### config.mk
export PLATFORM = sky130hd
export DESIGN_NAME = ntl_gap
export DESIGN_NICKNAME = d
export VERILOG_FILES = /design/src/design/ntl_pkg.sv /design/src/design/ntl_gap.sv
export SDC_FILE = /design/constraint.sdc
export NUM_CORES = 1
export LEC_CHECK = 0
export ABC_AREA = 1
export BUFFER_PORTS_ARGS = -buffer_cell sky130_fd_sc_hd__buf_2
export CAP_MARGIN = 5
export CELL_PAD_IN_SITES_DETAIL_PLACEMENT = 0
export CELL_PAD_IN_SITES_GLOBAL_PLACEMENT = 1
export CORE_MARGIN = 5
export CORE_UTILIZATION = 35
export DETAILED_ROUTE_END_ITERATION = 8
export PLACE_DENSITY = 0.92
export SLEW_MARGIN = 40
export SYNTH_ARGS = -nofsm -noshare
export SYNTH_HDL_FRONTEND = slang
export SYNTH_SLANG_ARGS = --single-unit
### constraint.sdc
create_clock -name vclk -period 1.8
set_input_delay 0.09 -clock vclk [all_inputs]
set_output_delay 0.09 -clock vclk [all_outputs]
set_load 0.03 [all_outputs]
### src/design/ntl_pkg.sv
// Shared constants, codes and types for the nearest-time table lookup block.
// Depends on nothing; every other design file refers to it by scoped names.
package ntl_pkg;

    localparam int TABLE_DEPTH = 1024;
    localparam int IDX_W       = $clog2(TABLE_DEPTH);
    localparam int CNT_W       = $clog2(TABLE_DEPTH + 1);
    localparam int TIME_W      = 32;
    localparam int DIST_W      = 32;
    localparam int ACT_W       = 2;

    localparam logic [ACT_W-1:0] ACT_CLEAR  = 2'd0;
    localparam logic [ACT_W-1:0] ACT_APPEND = 2'd1;
    localparam logic [ACT_W-1:0] ACT_QUERY  = 2'd2;

    typedef struct packed {
        logic              wr_en;
        logic [IDX_W-1:0]  wr_addr;
        logic [TIME_W-1:0] wr_time;
        logic [DIST_W-1:0] wr_dist;
    } mem_wr_t;

endpackage

### src/design/ntl_gap.sv
// Shared absolute-difference unit between a stored time and the query time.
// Depends on ntl_pkg.
module ntl_gap (
    input  logic [ntl_pkg::TIME_W-1:0] time_a,
    input  logic [ntl_pkg::TIME_W-1:0] time_b,
    output logic [ntl_pkg::TIME_W-1:0] gap
);

    assign gap = (time_a >= time_b) ? (time_a - time_b) : (time_b - time_a);

endmodule

==> results.txt, run 1 <==
- Result of the run: complete, but fails checks
- Violations in the final reports: setup timing
- Share of the synthesized area in the top cell type: 32.6%
* Total die area: ~17000 sq um
- The analysis attributes to cell leakage a power of 5.21 nW.
- The worst path uses 117% of the clock period.
* Worst slew margin relative to its limit: 77.2%
* Instance area after placement: about 7300 sq um
* Final Critical Period: 2.11 ns
- Count of buffers inserted at the top-level ports: 96
- Measured along the x axis, the die boundary spans 132 microns.
- The number of hold violations in the final report came to 0.
- Final-stage net count: 1465
- For this block, the via count after detailed routing is 7045.
* Largest fanout on the critical path: 7
- After synthesis, the mean cell area works out to ~5 sq um.
* Most Frequent Cell on Critical Path: nand2_2
- After global routing the overflow that remains totals 0.
- In this run the standard cell core region covers 14600 sq um.
* Slew Limit Fails: 0
- After synthesis, the cell types taking the most area are nand2_1 33%, inv_1 18%, ha_1 15%.
- Across all setup checks in the final design, the least slack found is -0.307 ns.
* Area of the mapped netlist: 5230 sq um
* Post-route antenna net violation count: 0
- Cell depth of the worst min-delay path: 5
- Post-route cell area: 8890 sq um
* Most numerous cell types in the synthesized netlist: 454 x nand2_1, 257 x inv_1, 63 x ha_1
* Wire length of the first global-routing pass: 30.9 mm
- Slowest cell on crit path: a21oi_4
* Library cell with the largest summed area after synthesis: nand2_1
* Netlist cell types: 31
- After the first detailed-routing iteration, the DRC count stood at 328.
- The number of nets handed over by synthesis was between 1k and 1.5k.
- Overall die height: 132 microns
- The worst setup path is launched from an input port.
- Setup violations remaining at the end of the flow were counted as 31.
* # diodes: 0
- Slew of the pin with the lowest slew margin: 0.340 ns
- Detailed placement finished with a half-perimeter wire length of 15.0 mm.
- Max Clock Freq: 0.475 GHz
* Maximum number of pins on one net before global-route repair: 14
* Post-detailed-route wirelength per cell: ~13 microns
- Total detailed-routing wirelength: 19.4 mm
* Power Density: roughly 450 nW/um^2
- Worst IR Drop VDD: 0.301 mV
- In the final layout, flip-flops and latches occupy 0 sq um.
* Ratio of routed vias to standard cells: 4.64
- CP Data Required Time: ~1.7 ns
* Ys Warns: 0
- Data on the critical path arrives at its endpoint at 2.02 ns.
- The worst hold path belongs to the class in2out.
- Cell-by-cell trace of the critical path: buf_2 > inv_1 > ha_4 > nand2_2 > inv_2 > nand2_2 > nand2_2 > inv_2 > nand2_2 > nand2_2 > nand3_4 > buf_6 > a21oi_4 > buf_12 > nand3_2 > nand2_4 > buf_6
* Antenna violations before repair: 0
* Seq Cell Count: 0
* Routability cong.: 0.951
- Post-route DRC: 0
- Across the run, the number of max-cap violations was 0.
* Effective utilization at floorplan: roughly 36%
- Total GRT Usage: 20.5%
* Vias in the first global route: ~6.7k
- Synth-to-Final Area Change: 69.8%
- Cells with a size suffix above 1 make up 40.1% of the layout.
* Count leader, synth: nand2_1
* Drt pass-1 iters: 5
* Unrepaired setup endpoints after global routing: true
- Share of the yosys chip area belonging to registers: 0%
- On the worst path, the slowest cell contributes a delay of 0.26 ns.
- Number of primary I/O pins: 96
- Hold worst-path end: gap[0]
* Std cell rows: 44
- Layout clock buffer count: 0
- The worst setup path is captured at an output pin.
- Synthesized instance count: 1050
* Crit Path Category: in2out
- The worst hold path begins at time_b[0].
* Setup WS pre-CTS: -0.474 ns
## kinds of logic (layout without fill, tap and decap cells)
family	count (synthesis)	in the layout	share of synthesized area, %
AO/OA/AOI/OAI	62	62	7.55
XOR/XNOR	30	30	5.02
adder cells (fa/ha/maj)	65	65	15.8
buffers and inverters	285	562	22.0
AND/OR/NAND/NOR	608	615	49.6
## layer usage
layer / track usage (%) / vias to the layer above / share of wire [%]
met5: 0 / - / 0
met3: 1.60 / 30 / 5.6
met1: 27.4 / 3157 / 44
met2: 36.3 / 188 / 48
met4: 3.96 / 0 / 2.1
li1: - / 3670 / -
## placed cells by master (no fill, tap or decap), types with 25 or more instances in the layout
cell type  synthesis  layout
inv_1            257     234
nand2_2           11      58
ha_1              63      30
ha_4               0      25
buf_2              3      62
nand2_1          454     382
a21oi_1           37      31
nor2_1            41      33
inv_2              8      29
nand3_1           62      46
buf_6              1      50
buf_4              4     178
## worst max-delay path by stage
stage | startpoint | endpoint | slack [ns] | depth (start not counted)
2_1_floorplan | time_a[12] | gap[12] | 0.0008 | 14
3_3_place_gp | time_a[3] | gap[12] | -0.48 | 12
3_5_place_dp | time_a[3] | gap[12] | -0.47 | 12
4_1_cts | time_a[17] | gap[26] | -0.24 | 17
5_1_grt | time_a[0] | gap[21] | -0.39 | 17
6_report | time_a[7] | gap[21] | -0.31 | 17
## power by group
group / internal, mW / total (mW) / switching [mW]
sequential: 0 / 0 / 0
combinational: 1.79 / 4.04 / 2.25
clock: 0 / 0 / 0
## worst max-delay path: cells and delay by family
| family | cells | cell delay (ns) |
|---|---|---|
| buf+inv | 7 | 0.77 |
| simple gates | 8 | 0.66 |
| fa+ha+maj | 1 | 0.22 |
| compound gates | 1 | 0.26 |
## through the flow
step / utilization (%) / power, mW / TNS, ns / cells / hold slack [ns]
2_1_floorplan: - / 2.04 / 0 / 1050 / 0.403
3_3_place_gp: 50.2 / 3.08 / -13.05 / 1477 / 0.747
3_5_place_dp: 50.2 / 3.11 / -12.94 / 1477 / 0.749
4_1_cts: 56.0 / 3.62 / -6.39 / 1502 / 0.708
5_1_grt: 60.9 / 4.35 / -10.74 / 1518 / 0.755
6_report: 60.9 / 4.04 / -8.45 / 1518 / 0.719
## final cells by class
cell class | instances | area, sq um
multi-input cells | 772 | 5300
repair buffers | 297 | 2340
fillers | 1331 | 5700
well taps | 184 | 230
inverters | 265 | 1010
## what timing repair did
item                                    in CTS  in global routing
cloned                                       7                  1
buffers inserted                            18                 15
gates resized for setup                    143                133
hold buffers                                 0                  0
endpoints found under the setup margin      31                 31
pin swaps                                   22                 51
(Power assumes the default switching activity.)
==> run 2: changes to the inputs <==
- CELL_PAD_IN_SITES_DETAIL_PLACEMENT: 0 -> unset
- CELL_PAD_IN_SITES_GLOBAL_PLACEMENT: 1 -> unset
- PLACE_DENSITY: 0.92 -> 0.67
==> results.txt, run 2 (synthesis results as in run 1) <==
- Biggest cell delay along the critical path: 0.39 ns (+0.13 ns)
- Slowest cell on crit path: fa_2
- In this run the worst hold path is classified as in2out.
* Post-route cell area: 8670 sq um (-2.4%)
* Slew of the pin with the lowest slew margin: 0.369 ns (+0.0291 ns)
- Hold Violations, Final: 0 (unchanged)
* Worst IR Drop VDD: 0.255 mV (-16%)
- Seq Cell Count: 0 (unchanged)
- Type of destination of the critical path: output pin
- The data arrival time of the critical path was 1.96 ns (-0.06 ns).
- Total detailed-routing wirelength: 18.7 mm (-3.2%)
* Instance area after placement: 7390 sq um (+0.92%)
- CP Data Required Time: 1.71 ns (about the same)
- The number of nets still failing antenna checks after routing is 0 (unchanged).
- Ratio of routed vias to standard cells: 4.61 (-0.77%)
* Power Density: 454 nW/um^2 (-0.21%)
- Maximum number of pins on one net before global-route repair: 10 (-4)
- In the layout the commonest cells are 390 x nand2_1, 240 x inv_1, 178 x buf_4.
* Drt pass-1 iters: 7 (+2)
- The violation count after the first detailed-route iteration was 448 (+37%).
* Vias in the first global route: 6745 (-0.059%)
* X dimension of the die: 132 microns (unchanged)
- Final-stage net count: 1454 (-0.75%)
* Final Critical Period: 2.05 ns (-0.0520 ns)
- The wire length of the first global-routing pass came to 30.3 mm (-1.9%).
- The cell family contributing the most delay on the critical path is buffers and inverters.
- Std cell rows: 44 (unchanged)
- Result of the run: complete, but fails checks
- The sum of internal, switching and leakage power was 3.93 mW (-2.7%).
- The aggregate global-route resource usage is 20.2% (-0.30 points).
* Worst slew margin relative to its limit: 75.2% (-2.0 points)
- The number of port buffers was 96 (unchanged).
* Share of the clock period used by the worst path after layout: 114% (-2.9 points)
* Violations in the final reports: setup timing
* Layout clock buffer count: 0 (unchanged)
* Crit Path Category: in2out
- The setup slack of the critical path after layout came to -0.255 ns (+0.0520 ns).
- Type of origin of the critical path: input port
* Total grt overflow: 0 (unchanged)
* Leading cell type in the layout, fill and taps excluded: nand2_1
- Antenna violations before repair: 0 (unchanged)
- The detailed-route via count came to 6940 (-1.5%).
- Post-detailed-route wirelength per cell: 12.4 microns (-2.5%)
- Total die area: 17500 sq um (unchanged)
- Number of failing setup endpoints in the final timing report: 31 (unchanged)
- The detailed placement HPWL came to 15.5 mm (+3.3%).
- Routability cong.: 0.929 (-2.3%)
- The initial core utilization was 35.9% (unchanged).
- Synth-to-Final Area Change: 65.7%
- The I/O pin count is 96 (unchanged).
- The number of max-slew violations in the final report came to 0 (unchanged).
- The highest attainable clock frequency was 0.487 GHz (+2.5%).
* Unrepaired setup endpoints after global routing: true
- The layout cell share with drive strength beyond 1 is 37.9% (-2.2 points).
- Post-route DRC: 0 (unchanged)
* Cell-by-cell trace of the critical path: buf_6 > ha_4 > fa_2 > inv_2 > nand3_2 > nand2_2 > nand2_2 > nand2_2 > nand2_4 > nand3_4 > nand2_4 > nand2_8 > buf_12 > buf_12 > buf_8 > o21ai_2 > buf_6
- Most Frequent Cell on Critical Path: nand2_2
* Largest fanout on the critical path: 8 (+1)
- The footprint of the flip-flops and latches is 0 sq um (unchanged).
- Static power due to leakage: 5.15 nW (-1.2%)
* Std-Cell Core Area: 14600 sq um (unchanged)
- The final design utilization came to 59.4% (-1.5 points).
- The height of the chip came to 132 microns (unchanged).
- Bufs and invs on worst path: 6 (-1)
- The number of antenna repair diodes was 0 (unchanged).
* Number of max-capacitance violations reported: 0 (unchanged)
-- run 2: metrics by stage --
step	setup TNS [ns]	instances	hold WS [ns]	worst slack (ns)
finish	-6.67	1507	0.717	-0.255
global route	-10.04	1507	0.737	-0.371
CTS	-6.31	1505	0.711	-0.223
detailed placement	-11.60	1481	0.752	-0.397
global placement	-11.07	1481	0.749	-0.371
floorplan	0	1050	0.403	0.000770
-- run 2: worst min-delay path, stage by stage --
cell and delay (ns):
buf_6 0.08, ha_4 0.11, inv_1 0.05, buf_4 0.12, buf_2 0.16
-- run 2: path summary, 6_finish.rpt --
check  slack [ns]      end  cells after the start      start
max         -0.25  gap[13]                     17  time_b[0]
min          0.72   gap[0]                      5  time_b[0]
-- run 2: what timing repair did --
action | 4_1_cts | 5_1_grt
gates cloned | 3 | 0
hold buffers | 0 | 0
buffers inserted | 22 | 5
endpoints found under the setup margin | 31 | 31
pin swaps | 46 | 21
resized for setup | 205 | 46
-- run 2: metal layers --
metal	global-route usage, %	vias to the layer above	routed length [microns]
met4	4.02	0	450
met2	36.9	206	9070
li1	-	3623	-
met5	0	-	0
met3	1.34	40	1030
met1	26.2	3071	8180
-- run 2: cell type report --
type | count | area (sq um)
fill | 1402 | 5920
inverter | 265 | 997
multi-input combinational | 765 | 5090
tap | 184 | 230
timing repair buffer | 293 | 2360
-- run 2: report_power, final --
group | leakage (nW) | switching, mW | internal [mW] | total, mW
Combinational | 5.15 | 2.16 | 1.77 | 3.93
Clock | 0 | 0 | 0 | 0
Sequential | 0 | 0 | 0 | 0
Total | 5.15 | 2.16 | 1.77 | 3.93
